**src/gpe_pkg.sv**
```systemverilog
package gpe_pkg;

	// Size limits and field widths
	localparam int MAX_ELEMENTS_DEF = 16;
	localparam int ELEM_W           = 4;
	localparam int ARR_W            = 64;
	localparam int COUNT_W          = 5;
	localparam int MASK_W           = 16;
	localparam int CFG_W            = 16;
	localparam int CFG_IDX_W        = 2;

	// Register indexes
	localparam logic [CFG_IDX_W-1:0] CFG_ELEMENT_COUNT  = 2'd0;
	localparam logic [CFG_IDX_W-1:0] CFG_GROUP_END_MASK = 2'd1;

	// Command codes; the unused code behaves as load
	localparam logic [1:0] ACT_ADVANCE = 2'd0;
	localparam logic [1:0] ACT_RESTART = 2'd1;
	localparam logic [1:0] ACT_LOAD    = 2'd2;

	// Status codes
	localparam logic [1:0] ST_ADVANCED  = 2'd0;
	localparam logic [1:0] ST_WRAPPED   = 2'd1;
	localparam logic [1:0] ST_RESTARTED = 2'd2;
	localparam logic [1:0] ST_LOADED    = 2'd3;

	typedef struct packed {
		logic [1:0]       action;
		logic [ARR_W-1:0] load_value;
	} cmd_t;

	typedef struct packed {
		logic [ARR_W-1:0] arrangement;
		logic [1:0]       status;
	} rsp_t;

	// Store write controls from the sequencer
	typedef struct packed {
		logic swap_we;
		logic load;
	} wr_ctl_t;

	// Sequencer status toward the top level
	typedef struct packed {
		logic       idle;
		logic       done;
		logic [1:0] status;
	} seq_stat_t;

endpackage

```
**src/gpe_store.sv**
```systemverilog
module gpe_store import gpe_pkg::*; #(
	parameter int MAX_ELEMENTS = MAX_ELEMENTS_DEF,
	parameter int IDX_W        = $clog2(MAX_ELEMENTS)
) (
	input  logic              clk,
	input  logic              arst_n,
	input  wr_ctl_t           wr,
	input  logic [ARR_W-1:0]  load_value,
	input  logic [IDX_W-1:0]  wa0,
	input  logic [ELEM_W-1:0] wd0,
	input  logic [IDX_W-1:0]  wa1,
	input  logic [ELEM_W-1:0] wd1,
	input  logic [IDX_W-1:0]  rd_addr,
	output logic [ELEM_W-1:0] rd_data,
	output logic [ARR_W-1:0]  arr_flat
);

	logic [ELEM_W-1:0] arr_q [MAX_ELEMENTS];

	// Two write ports for a swap; load overwrites every entry
	always_ff @(posedge clk or negedge arst_n) begin
		if (!arst_n) begin
			for (int k = 0; k < MAX_ELEMENTS; k++) begin
				arr_q[k] <= ELEM_W'(k);
			end
		end else begin
			for (int k = 0; k < MAX_ELEMENTS; k++) begin
				if (wr.load) begin
					arr_q[k] <= load_value[ELEM_W*k +: ELEM_W];
				end else if (wr.swap_we && wa1 == IDX_W'(k)) begin
					arr_q[k] <= wd1;
				end else if (wr.swap_we && wa0 == IDX_W'(k)) begin
					arr_q[k] <= wd0;
				end
			end
		end
	end

	assign rd_data = arr_q[rd_addr];

	always_comb begin
		arr_flat = '0;
		for (int k = 0; k < MAX_ELEMENTS; k++) begin
			arr_flat[ELEM_W*k +: ELEM_W] = arr_q[k];
		end
	end

endmodule

```
**src/gpe_ctrl.sv**
```systemverilog
module gpe_ctrl import gpe_pkg::*; #(
	parameter int MAX_ELEMENTS = MAX_ELEMENTS_DEF,
	parameter int IDX_W        = $clog2(MAX_ELEMENTS)
) (
	input  logic                    clk,
	input  logic                    arst_n,
	input  logic                    start,
	input  logic [1:0]              action,
	input  logic [COUNT_W-1:0]      element_count,
	input  logic [MAX_ELEMENTS-1:0] group_end,
	input  logic                    rsp_free,
	output logic [IDX_W-1:0]        rd_addr,
	input  logic [ELEM_W-1:0]       rd_data,
	output wr_ctl_t                 wr,
	output logic [IDX_W-1:0]        wa0,
	output logic [ELEM_W-1:0]       wd0,
	output logic [IDX_W-1:0]        wa1,
	output logic [ELEM_W-1:0]       wd1,
	output seq_stat_t               stat,
	output logic [IDX_W-1:0]        n_last
);

	typedef enum logic [8:0] {
		S_IDLE   = 9'b000000001,
		S_SEEK   = 9'b000000010,
		S_PIV    = 9'b000000100,
		S_FINDJ  = 9'b000001000,
		S_REV_A  = 9'b000010000,
		S_REV_B  = 9'b000100000,
		S_BSTART = 9'b001000000,
		S_BSTEP  = 9'b010000000,
		S_FIN    = 9'b100000000
	} state_t;

	state_t state_q, state_d;
	logic [IDX_W-1:0]  lo_q, lo_d, hi_q, hi_d;
	logic [IDX_W-1:0]  ptr_q, ptr_d, ptr2_q, ptr2_d, pividx_q, pividx_d;
	logic [IDX_W-1:0]  n_last_q, n_last_d;
	logic [ELEM_W-1:0] hold_q, hold_d;
	logic              wrap_q, wrap_d, swapped_q, swapped_d;
	logic [1:0]        status_q, status_d;

	logic [IDX_W-1:0]  nl_sat, step_nxt;
	logic [ELEM_W-1:0] op_a, op_b;
	logic              a_gt_b, ends, any_swap;

	// count saturated to 1..MAX_ELEMENTS, kept as last index
	always_comb begin
		if (element_count == '0) begin
			nl_sat = '0;
		end else if (element_count > COUNT_W'(MAX_ELEMENTS)) begin
			nl_sat = IDX_W'(MAX_ELEMENTS - 1);
		end else begin
			nl_sat = IDX_W'(element_count - 1'b1);
		end
	end

	// shared comparator
	assign op_a   = (state_q == S_FINDJ) ? rd_data : hold_q;
	assign op_b   = (state_q == S_FINDJ) ? hold_q  : rd_data;
	assign a_gt_b = op_a > op_b;

	assign ends     = (ptr_q == n_last_q) || group_end[ptr_q];
	assign step_nxt = ptr_q + 1'b1;
	assign any_swap = swapped_q || a_gt_b;

	always_comb begin
		state_d   = state_q;
		lo_d      = lo_q;
		hi_d      = hi_q;
		ptr_d     = ptr_q;
		ptr2_d    = ptr2_q;
		pividx_d  = pividx_q;
		n_last_d  = n_last_q;
		hold_d    = hold_q;
		wrap_d    = wrap_q;
		swapped_d = swapped_q;
		status_d  = status_q;
		rd_addr   = ptr_q;
		wr        = '0;
		wa0       = ptr_q;
		wd0       = rd_data;
		wa1       = ptr2_q;
		wd1       = hold_q;

		unique case (state_q)
			S_IDLE: begin
				if (start) begin
					n_last_d = nl_sat;
					unique case (action)
						ACT_ADVANCE: begin
							lo_d    = '0;
							ptr_d   = '0;
							state_d = S_SEEK;
						end
						ACT_RESTART: begin
							status_d = ST_RESTARTED;
							ptr2_d   = nl_sat;
							state_d  = (nl_sat == '0) ? S_FIN : S_BSTART;
						end
						default: begin
							wr.load  = 1'b1;
							status_d = ST_LOADED;
							state_d  = S_FIN;
						end
					endcase
				end
			end
			// walk up to the end of the current group
			S_SEEK: begin
				hold_d = rd_data;
				if (ends) begin
					hi_d = ptr_q;
					if (ptr_q == lo_q) begin
						// one-element group always wraps
						if (ptr_q == n_last_q) begin
							status_d = ST_WRAPPED;
							state_d  = S_FIN;
						end else begin
							lo_d  = step_nxt;
							ptr_d = step_nxt;
						end
					end else begin
						ptr_d   = ptr_q - 1'b1;
						state_d = S_PIV;
					end
				end else begin
					ptr_d = step_nxt;
				end
			end
			// pivot: rightmost element smaller than its right neighbor
			S_PIV: begin
				hold_d = rd_data;
				if (a_gt_b) begin
					pividx_d = ptr_q;
					ptr_d    = hi_q;
					state_d  = S_FINDJ;
				end else if (ptr_q == lo_q) begin
					// non-increasing group: reversing it sorts it
					wrap_d  = 1'b1;
					ptr_d   = lo_q;
					ptr2_d  = hi_q;
					state_d = S_REV_A;
				end else begin
					ptr_d = ptr_q - 1'b1;
				end
			end
			// rightmost element above the pivot, then swap
			S_FINDJ: begin
				if (a_gt_b) begin
					wr.swap_we = 1'b1;
					wa0        = pividx_q;
					wd0        = rd_data;
					wa1        = ptr_q;
					wd1        = hold_q;
					wrap_d     = 1'b0;
					ptr_d      = pividx_q + 1'b1;
					ptr2_d     = hi_q;
					state_d    = S_REV_A;
				end else begin
					ptr_d = ptr_q - 1'b1;
				end
			end
			S_REV_A: begin
				if (ptr_q < ptr2_q) begin
					hold_d  = rd_data;
					state_d = S_REV_B;
				end else if (!wrap_q) begin
					status_d = ST_ADVANCED;
					state_d  = S_FIN;
				end else if (hi_q == n_last_q) begin
					status_d = ST_WRAPPED;
					state_d  = S_FIN;
				end else begin
					lo_d    = hi_q + 1'b1;
					ptr_d   = hi_q + 1'b1;
					state_d = S_SEEK;
				end
			end
			S_REV_B: begin
				rd_addr    = ptr2_q;
				wr.swap_we = 1'b1;
				ptr_d      = step_nxt;
				ptr2_d     = ptr2_q - 1'b1;
				state_d    = S_REV_A;
			end
			// bubble pass: hold carries the larger value rightward
			S_BSTART: begin
				rd_addr   = '0;
				hold_d    = rd_data;
				ptr_d     = '0;
				swapped_d = 1'b0;
				state_d   = S_BSTEP;
			end
			S_BSTEP: begin
				rd_addr = step_nxt;
				wa1     = step_nxt;
				if (a_gt_b) begin
					wr.swap_we = 1'b1;
				end else begin
					hold_d = rd_data;
				end
				ptr_d     = step_nxt;
				swapped_d = any_swap;
				if (step_nxt == ptr2_q) begin
					if (!any_swap || ptr2_q == IDX_W'(1)) begin
						state_d = S_FIN;
					end else begin
						ptr2_d  = ptr2_q - 1'b1;
						state_d = S_BSTART;
					end
				end
			end
			S_FIN: begin
				if (rsp_free) begin
					state_d = S_IDLE;
				end
			end
			default: begin
				state_d = S_IDLE;
			end
		endcase
	end

	always_ff @(posedge clk or negedge arst_n) begin
		if (!arst_n) begin
			state_q <= S_IDLE;
		end else begin
			state_q <= state_d;
		end
	end

	always_ff @(posedge clk) begin
		lo_q      <= lo_d;
		hi_q      <= hi_d;
		ptr_q     <= ptr_d;
		ptr2_q    <= ptr2_d;
		pividx_q  <= pividx_d;
		n_last_q  <= n_last_d;
		hold_q    <= hold_d;
		wrap_q    <= wrap_d;
		swapped_q <= swapped_d;
		status_q  <= status_d;
	end

	assign stat.idle   = (state_q == S_IDLE);
	assign stat.done   = (state_q == S_FIN) && rsp_free;
	assign stat.status = status_q;
	assign n_last      = n_last_q;

endmodule

```
**src/grouped_permutation_enumerator_unit.sv**
```systemverilog
// Throughput: one command at a time; cmd_ready is high only while the sequencer idles.
//   The single store read port and the one shared 4-bit comparator set the run time.
// Reset (arst_n low, asynchronous): identity arrangement, element_count 16,
//   group_end_mask 0x8000, no result pending.
module grouped_permutation_enumerator_unit import gpe_pkg::*; #(
	parameter int MAX_ELEMENTS = MAX_ELEMENTS_DEF
) (
	input  logic                 clk,
	input  logic                 arst_n,
	input  logic                 cmd_valid,
	output logic                 cmd_ready,
	input  cmd_t                 cmd,
	output logic                 rsp_valid,
	input  logic                 rsp_ready,
	output rsp_t                 rsp,
	input  logic                 cfg_we,
	input  logic [CFG_IDX_W-1:0] cfg_index,
	input  logic [CFG_W-1:0]     cfg_data
);

	localparam int IDX_W = $clog2(MAX_ELEMENTS);

	// Configuration registers, to be written only while idle (the block does not enforce this)
	logic [COUNT_W-1:0] element_count_q;
	logic [MASK_W-1:0]  group_end_mask_q;

	always_ff @(posedge clk or negedge arst_n) begin
		if (!arst_n) begin
			element_count_q  <= COUNT_W'(16);
			group_end_mask_q <= 16'h8000;
		end else if (cfg_we) begin
			if (cfg_index == CFG_ELEMENT_COUNT) begin
				element_count_q <= cfg_data[COUNT_W-1:0];
			end else if (cfg_index == CFG_GROUP_END_MASK) begin
				group_end_mask_q <= cfg_data[MASK_W-1:0];
			end
		end
	end

	// Sequencer <-> store
	wr_ctl_t           wr;
	logic [IDX_W-1:0]  rd_addr, wa0, wa1, n_last;
	logic [ELEM_W-1:0] rd_data, wd0, wd1;
	logic [ARR_W-1:0]  arr_flat, arr_masked;
	seq_stat_t         stat;
	logic              start, rsp_free;

	// Output register frees the sequencer from the consumer: a finished
	// result waits here while the next command is taken and worked on.
	logic rsp_valid_q;
	rsp_t rsp_q;

	assign cmd_ready = stat.idle;
	assign start     = cmd_valid && cmd_ready;
	assign rsp_free  = !rsp_valid_q || rsp_ready;

	gpe_ctrl #(
		.MAX_ELEMENTS (MAX_ELEMENTS),
		.IDX_W        (IDX_W)
	) u_ctrl (
		.clk           (clk),
		.arst_n        (arst_n),
		.start         (start),
		.action        (cmd.action),
		.element_count (element_count_q),
		.group_end     (group_end_mask_q[MAX_ELEMENTS-1:0]),
		.rsp_free      (rsp_free),
		.rd_addr       (rd_addr),
		.rd_data       (rd_data),
		.wr            (wr),
		.wa0           (wa0),
		.wd0           (wd0),
		.wa1           (wa1),
		.wd1           (wd1),
		.stat          (stat),
		.n_last        (n_last)
	);

	gpe_store #(
		.MAX_ELEMENTS (MAX_ELEMENTS),
		.IDX_W        (IDX_W)
	) u_store (
		.clk        (clk),
		.arst_n     (arst_n),
		.wr         (wr),
		.load_value (cmd.load_value),
		.wa0        (wa0),
		.wd0        (wd0),
		.wa1        (wa1),
		.wd1        (wd1),
		.rd_addr    (rd_addr),
		.rd_data    (rd_data),
		.arr_flat   (arr_flat)
	);

	// Elements past the in-use count read as zero in the result
	always_comb begin
		arr_masked = '0;
		for (int k = 0; k < MAX_ELEMENTS; k++) begin
			if (IDX_W'(k) <= n_last) begin
				arr_masked[ELEM_W*k +: ELEM_W] = arr_flat[ELEM_W*k +: ELEM_W];
			end
		end
	end

	always_ff @(posedge clk or negedge arst_n) begin
		if (!arst_n) begin
			rsp_valid_q <= 1'b0;
		end else if (stat.done) begin
			rsp_valid_q <= 1'b1;
		end else if (rsp_ready) begin
			rsp_valid_q <= 1'b0;
		end
	end

	// payload captured on the same edge the sequencer finishes
	always_ff @(posedge clk) begin
		if (stat.done) begin
			rsp_q.arrangement <= arr_masked;
			rsp_q.status      <= stat.status;
		end
	end

	assign rsp_valid = rsp_valid_q;
	assign rsp       = rsp_q;

endmodule

```
**config.mk**
```make
export PLATFORM = sky130hd
export DESIGN_NAME = grouped_permutation_enumerator_unit
export DESIGN_NICKNAME = d
export VERILOG_FILES = /design/src/gpe_pkg.sv /design/src/gpe_store.sv /design/src/gpe_ctrl.sv /design/src/grouped_permutation_enumerator_unit.sv
export SDC_FILE = /design/constraint.sdc
export NUM_CORES = 1
export LEC_CHECK = 0
export ABC_AREA = 1
export BUFFER_PORTS_ARGS = -buffer_cell sky130_fd_sc_hd__clkbuf_2
export CORE_AREA = 2 2 154 156
export CTS_BUF_LIST = sky130_fd_sc_hd__clkbuf_8
export CTS_CLUSTER_DIAMETER = 30
export DETAILED_ROUTE_END_ITERATION = 16
export DIE_AREA = 0 0 156 158
export GPL_TIMING_DRIVEN = 0
export PLACE_DENSITY = 0.81
export SYNTH_ARGS = -nofsm -noshare
export SYNTH_HDL_FRONTEND = slang
export SYNTH_HIERARCHICAL = 1
export SYNTH_SLANG_ARGS = --single-unit
export TNS_END_PERCENT = 100
```
**constraint.sdc**
```tcl
create_clock -name clk -period 23.8 [get_ports clk]
set_input_delay 0 -clock clk [delete_from_list [all_inputs] [get_ports clk]]
set_output_delay 0 -clock clk [all_outputs]
set_load 0.02 [all_outputs]
```
==> impl_metrics.json, run 1 <==
{
  "drive_gt1_share_pct": 20.7,
  "io_pins": 157,
  "required_ns": 24.22,
  "drt_iter0_drc": 1363,
  "finalSetupViolCount": 0,
  "synth_edf_count": 98,
  "antenna_found_initial": 0,
  "post-route-util_pct": 65.6,
  "drtPass1Iterations": 6,
  "place_inst": 2104,
  "end_kind": "flop",
  "synthesis.area_sq_um": 12400,
  "rsz0062_at_grt": "no",
  "cts_buffers": 17,
  "ys_seq_area_share_pct": 43.3,
  "grt.overflow.total": 0,
  "die_w_um": 156,
  "timing.fmax_ghz": 0.170,
  "clock-sinks": 193,
  "synth_top_area_share_pct": 23.8,
  "num_rows": 56,
  "path_class": "flop to flop",
  "cts.htree.levels": 4,
  "yosysTopAreaCell": "edfxtp_1",
  "gp_congestion": 1.04,
  "clk_path_buf_depth": 2,
  "synth_seq_cells": 193,
  "crit_arrival_ns": 6.29,
  "vdd_drop_max_v": 0.0000624,
  "grt_use_total_pct": 35.5,
  "die_area_sq_um": 24600,
  "p_per_area_nw_per_um2": 127,
  "post_synth_inst_count": 1650,
  "synth_warnings": 6,
  "nNetsFinal": 2046,
  "setup-tns-final_ns": 0,
  "drv_slew": 0,
  "clkLatencyLatePin_ns": 0.49,
  "hpwl_um": 32000,
  "seqCellArea_sq_um": 5360,
  "status": "complete, no violations",
  "layout.cells.non_filler": 2249,
  "synth_nets": 1750,
  "clk_pin_slew_worst_paths_ns": 0.12,
  "max_slew.worst_pin.slew_ns": 0.878,
  "diodes": 0,
  "synth_area_leaders": "edfxtp_1, nand2_1, dfrtp_1",
  "cts_root_buf": "clkbuf_8",
  "grt_pass1_vias": 12300,
  "ys.flop_type": "edfxtp_1",
  "start_util_pct": 53.7,
  "p_leak_nw": 7.49,
  "vias": 13000,
  "crit_path_start_kind": "flop",
  "hold_violations": 0,
  "wire_per_inst_um": 19.6,
  "via_per_inst": 5.79,
  "grt_pass1_wl_um": 66200,
  "hold_buffers": 113,
  "relSlewSlack_pct": 41.0,
  "multi_input_area_sq_um": 5850,
  "syn_area_per_cell_sq_um": 7.50,
  "layout_min_cycle_time_ns": 5.87,
  "numPortBuffers": 155,
  "grt_max_degree": 65,
  "post_cts_resize_count": 0,
  "critical_path_peak_fanout": 10,
  "core_sq_um": 23100,
  "routed_wl_um": 44100,
  "ys_types": 44,
  "fin_worst_skew_ns": 0.0200,
  "maxCapViolCount": 0,
  "hp-class": "input port to asynchronous set/reset pin",
  "cts_tree": "built",
  "die_h_um": 158,
  "fin_crit_sh_pct": 24.6,
  "fillers": 1921,
  "cts_setup_buffers": 0,
  "area_delta_synth_final_pct": 22.2,
  "drtAntennaViolNets": 0,
  "post-route-drc-count": 0,
  "async_reset_ff_share_pct": 49.2
}
==> flip-flops by register name, indices dropped and copies added, names as in the netlist, 5 cells and up <==
register and cells:
u_store/arr_flat 64, group_end_mask_q 16, rsp 66, element_count_q 5
u_ctrl/state_q 9
==> metal layers <==
layer  share of wire, %  track usage [%]
met5                  0                0
met4                6.9             22.1
met3                8.1             5.28
met2                 48             61.5
met1                 37             41.7
==> final timing paths <==
kind,startpoint,end,slack (ns),cells past startpoint
min in group clk,rsp_ready,rsp_valid,0.33,5
hold reg to reg,u_ctrl/status_q[0],rsp[0],0.46,0
setup / recovery,u_ctrl/ptr_q[1],u_store/arr_flat[62],17.93,26
hold / removal,arst_n,element_count_q[3],0.05,2
max in group asynchronous,arst_n,u_store/arr_flat[18],22.96,3
setup reg to reg,u_ctrl/ptr_q[1],u_store/arr_flat[62],17.93,26
==> report_power, final <==
part	switching, mW	internal [mW]
clock	0.132	0.0860
combinational	0.748	0.350
sequential	0.0952	0.503
==> layout by cell type, fill, tap and decap left out, drive strengths merged, types with 11 or more instances in the layout <==
master	synthesis	routed
buf	51	60
edfxtp	98	98
nand4	89	89
inv	197	204
o211ai	14	14
o221ai	11	11
dlygate4sd3	0	113
dfrtp	60	60
dfstp	35	35
nand3	261	261
nand2	462	462
nor2	165	165
clkbuf	27	199
ha	11	11
o21ai	45	45
or2	67	67
a21oi	12	12
==> layout make-up <==
type	instances	share of cell area [%]
clock inverter	15	1.01
buffer	78	2.72
timing repair buffer	277	13.2
sequential	193	35.5
tap	290	2.40
inverter	201	4.99
multi-input combinational	1178	38.7
clock buffer	17	1.55
==> stage by stage <==
step	setup WS [ns]	area, sq um	hold slack [ns]	power (mW)
after floorplan	15.87	12400	-0.296	1.31
after global placement	13.12	13500	0.228	1.62
after detailed placement	18.20	13600	0.0226	1.64
after CTS	18.18	15100	0.0221	1.87
after global routing	17.55	15100	0.0831	2.03
final	17.93	15100	0.0526	1.91
==> kinds of logic after synthesis <==
logic type	share of synthesized area (%)
adder cells (fa/ha/maj)	1.11
AND/OR/NAND/NOR	40.1
flip-flops	43.3
XOR/XNOR	1.40
buffers and inverters	9.42
AO/OA/AOI/OAI	4.63
==> cell usage after synthesis, types with 3 or more instances <==
cell	instances
edfxtp_1	98
dfrtp_1	60
nand3_4	3
nor3_1	9
inv_2	18
o21ai_0	40
inv_1	179
nand3_1	240
o21ai_1	5
buf_4	11
dfstp_2	35
buf_2	32
xnor2_1	9
clkbuf_1	27
ha_1	11
o221ai_1	11
a21oi_1	11
nor2_2	8
xor2_1	7
nand3_2	18
nor2_4	5
buf_6	5
nor2_1	151
nand2_2	3
or2_2	65
nand2_1	457
buf_1	3
nand4_1	87
clkinv_1	4
o22ai_1	3
o211ai_1	14
==> critical path, stage by stage, from the launching register on <==
cell	delay, ns
edfxtp_1	0.68
inv_1	0.16
buf_2	0.23
ha_1	0.39
nand2_1	0.11
o221ai_1	0.26
inv_1	0.17
clkbuf_1	0.53
nor2_1	0.24
o21ai_0	0.13
nand3_1	0.09
nand3_1	0.10
nand2_1	0.15
inv_1	0.10
o21ai_0	0.07
inv_1	0.05
nand2_1	0.14
a21oi_4	0.28
nor2_1	0.14
o221ai_1	0.66
nand3_1	0.27
inv_1	0.18
nand2_1	0.17
nand3_1	0.21
inv_1	0.12
nand2_1	0.08
nand2_1	0.05
Note: power is estimated with default switching activity, not from simulation.
==> run 2, diff against run 1 <==
clock period = 5.95 ns   (was 23.8 ns; I/O delays follow)
==> run 2 against run 1 <==
Net effect: via count grew 0.13%; total power increased to 4.0 times the previous value; flip-flop and latch count unchanged; sequential share of layout area down 0.064 points; die area unchanged; combinational power grew to 4.0 times the previous value; non-clock buffer count decreased by 2; sequential power rose to 4.0 times the previous value; critical path type unchanged; largest power group unchanged.
==> impl_metrics.json, run 2 (synthesized netlist as in run 1, its figures left out) <==
{
  "die_h_um": 158,
  "vias": 13000,
  "final_cell_mix": "nand2_1, nand3_1, inv_1, clkbuf_2, nor2_1",
  "path_class": "flop to flop",
  "total_power_mw": 7.68,
  "fin_crit_sh_pct": 95.4,
  "drive_gt1_share_pct": 21.1,
  "via_per_inst": 5.80,
  "grt_pass1_wl_um": 66500,
  "clkLatencyLatePin_ns": 0.48,
  "grt_use_total_pct": 35.5,
  "gp_congestion": 1.03,
  "layout_min_cycle_time_ns": 5.67,
  "end_kind": "flop",
  "drt_iter0_drc": 1348,
  "drtPass1Iterations": 6,
  "cts_root_buf": "clkbuf_8",
  "cts_buffers": 17,
  "grt.overflow.total": 0,
  "die_w_um": 156,
  "rr_endpoint": "u_store/arr_flat[59]",
  "largest_reg_flops": 66,
  "clk_pin_slew_worst_paths_ns": 0.12,
  "num_rows": 56,
  "r2r-start": "u_ctrl/state_q[3]",
  "clock-sinks": 193,
  "met3_usage_pct": 6.60,
  "grt_pass1_vias": 12600,
  "grt_util_met1_pct": 40.7,
  "busiest_layer": "met2",
  "vdd_drop_max_v": 0.000255,
  "core_sq_um": 23100,
  "wire_per_inst_um": 19.5,
  "hp-class": "input port to asynchronous set/reset pin",
  "post-route-drc-count": 0,
  "mostFrequentLayoutCell": "nand2_1",
  "p_leak_nw": 7.50,
  "rsz0062_at_grt": "yes",
  "grt_max_degree": 56,
  "fin_worst_skew_ns": 0.0227,
  "crit_arrival_ns": 6.10,
  "reg2reg_slack_ns": 0.28,
  "required_ns": 6.37,
  "numPortBuffers": 155,
  "area_delta_synth_final_pct": 22.5,
  "worst_hold_slack_ns": 0.158,
  "diodes": 0,
  "drtAntennaViolNets": 0,
  "finalSetupViolCount": 0,
  "hold_violations": 0,
  "io_pins": 157,
  "rr_worst_depth": 27,
  "nNetsFinal": 2044,
  "routed_wl_um": 43800,
  "cts_setup_buffers": 0,
  "critical_path_peak_fanout": 10,
  "max_slew.worst_pin.slew_ns": 0.852,
  "start_util_pct": 53.7,
  "clk_path_buf_depth": 2,
  "maxCapViolCount": 0,
  "hpwl_um": 31400,
  "relSlewSlack_pct": 43.2,
  "antenna_found_initial": 0,
  "cts_tree": "built",
  "timing.fmax_ghz": 0.176,
  "die_area_sq_um": 24600,
  "status": "complete, no violations",
  "crit_path_start_kind": "flop",
  "met2_usage_pct": 61.8,
  "p_per_area_nw_per_um2": 507,
  "cts.htree.levels": 4,
  "drv_slew": 0
}
==> run 2: cell count changes in the layout (fill, tap and decap cells not counted), sizes merged <==
cell and delta:
clkinvlp -2, clkbuf +1, clkinv -1, dlygate4sd3 +2, bufinv -1, buf -4, inv +3
==> run 2: layout make-up <==
type | instances | area (sq um)
multi-input cells | 1178 | 5890
plain buffers | 78 | 417
fillers | 1937 | 7900
repair buffers | 275 | 1990
clock buffers | 18 | 248
flip-flops and latches | 193 | 5360
well taps | 290 | 363
inverters | 201 | 754
clock inverters | 14 | 124
==> run 2: metal layers <==
| layer | vias up | wire length (um) |
|---|---|---|
| met5 | - | 0 |
| met4 | 0 | 2680 |
| met3 | 170 | 3870 |
| met2 | 783 | 21300 |
| met1 | 6049 | 16000 |
| li1 | 6028 | - |
==> run 2: worst max path at each step <==
stage                                 to  slack [ns]  cells past startpoint         startpoint
global placement                 rsp[33]       -0.76                      5  u_ctrl/state_q[3]
floorplan                         rsp[0]        0.85                      5  u_ctrl/state_q[3]
finish              u_store/arr_flat[59]        0.28                     27  u_ctrl/state_q[3]
global route         u_store/arr_flat[1]       -0.01                     28  u_ctrl/state_q[3]
CTS                  u_store/arr_flat[6]        0.35                     27  u_ctrl/state_q[3]
detailed placement  u_store/arr_flat[63]        0.40                     26  u_ctrl/state_q[3]
==> run 2: what timing repair did <==
action	CTS	global route
gates resized for setup	0	13
hold endpoints to repair	125	0
endpoints found under the setup margin	0	63
hold buffers	115	0
==> run 2: metrics by stage <==
stage	util, %	setup WS, ns	std cells	instance area, sq um	setup TNS (ns)
3_3_place_gp	58.7	-0.757	2095	13500	-49.86
6_report	65.7	0.277	2247	15200	0
2_1_floorplan	-	0.849	1650	12400	0
4_1_cts	65.6	0.345	2247	15100	0
3_5_place_dp	59.0	0.403	2100	13600	0
5_1_grt	65.7	-0.00997	2247	15200	-0.00997
==> run 2: power by group <==
group,switching (mW),internal [mW],leakage (nW)
combinational,3.02,1.41,5.29
clock,0.535,0.318,0.200
sequential,0.383,2.01,2.01
total,3.94,3.74,7.50
==> run 2: critical path, stage by stage (launching register included) <==
cell	delay [ns]
dfrtp_1	0.44
nor2_1	0.26
inv_2	0.09
nor2_4	0.23
nand3_1	0.27
nand3_1	0.28
o221ai_1	0.27
inv_1	0.17
clkbuf_1	0.48
nor2_1	0.10
o21ai_0	0.22
nand3_1	0.19
nand3_1	0.14
nand2_1	0.13
nand2_1	0.10
nand2_1	0.05
nand3_1	0.06
nand2_1	0.14
nand3_4	0.17
inv_1	0.07
buf_2	0.17
o21ai_0	0.47
inv_1	0.08
nor2_1	0.27
nand3_1	0.32
nand3_1	0.25
nand3_1	0.10
nand2_1	0.07
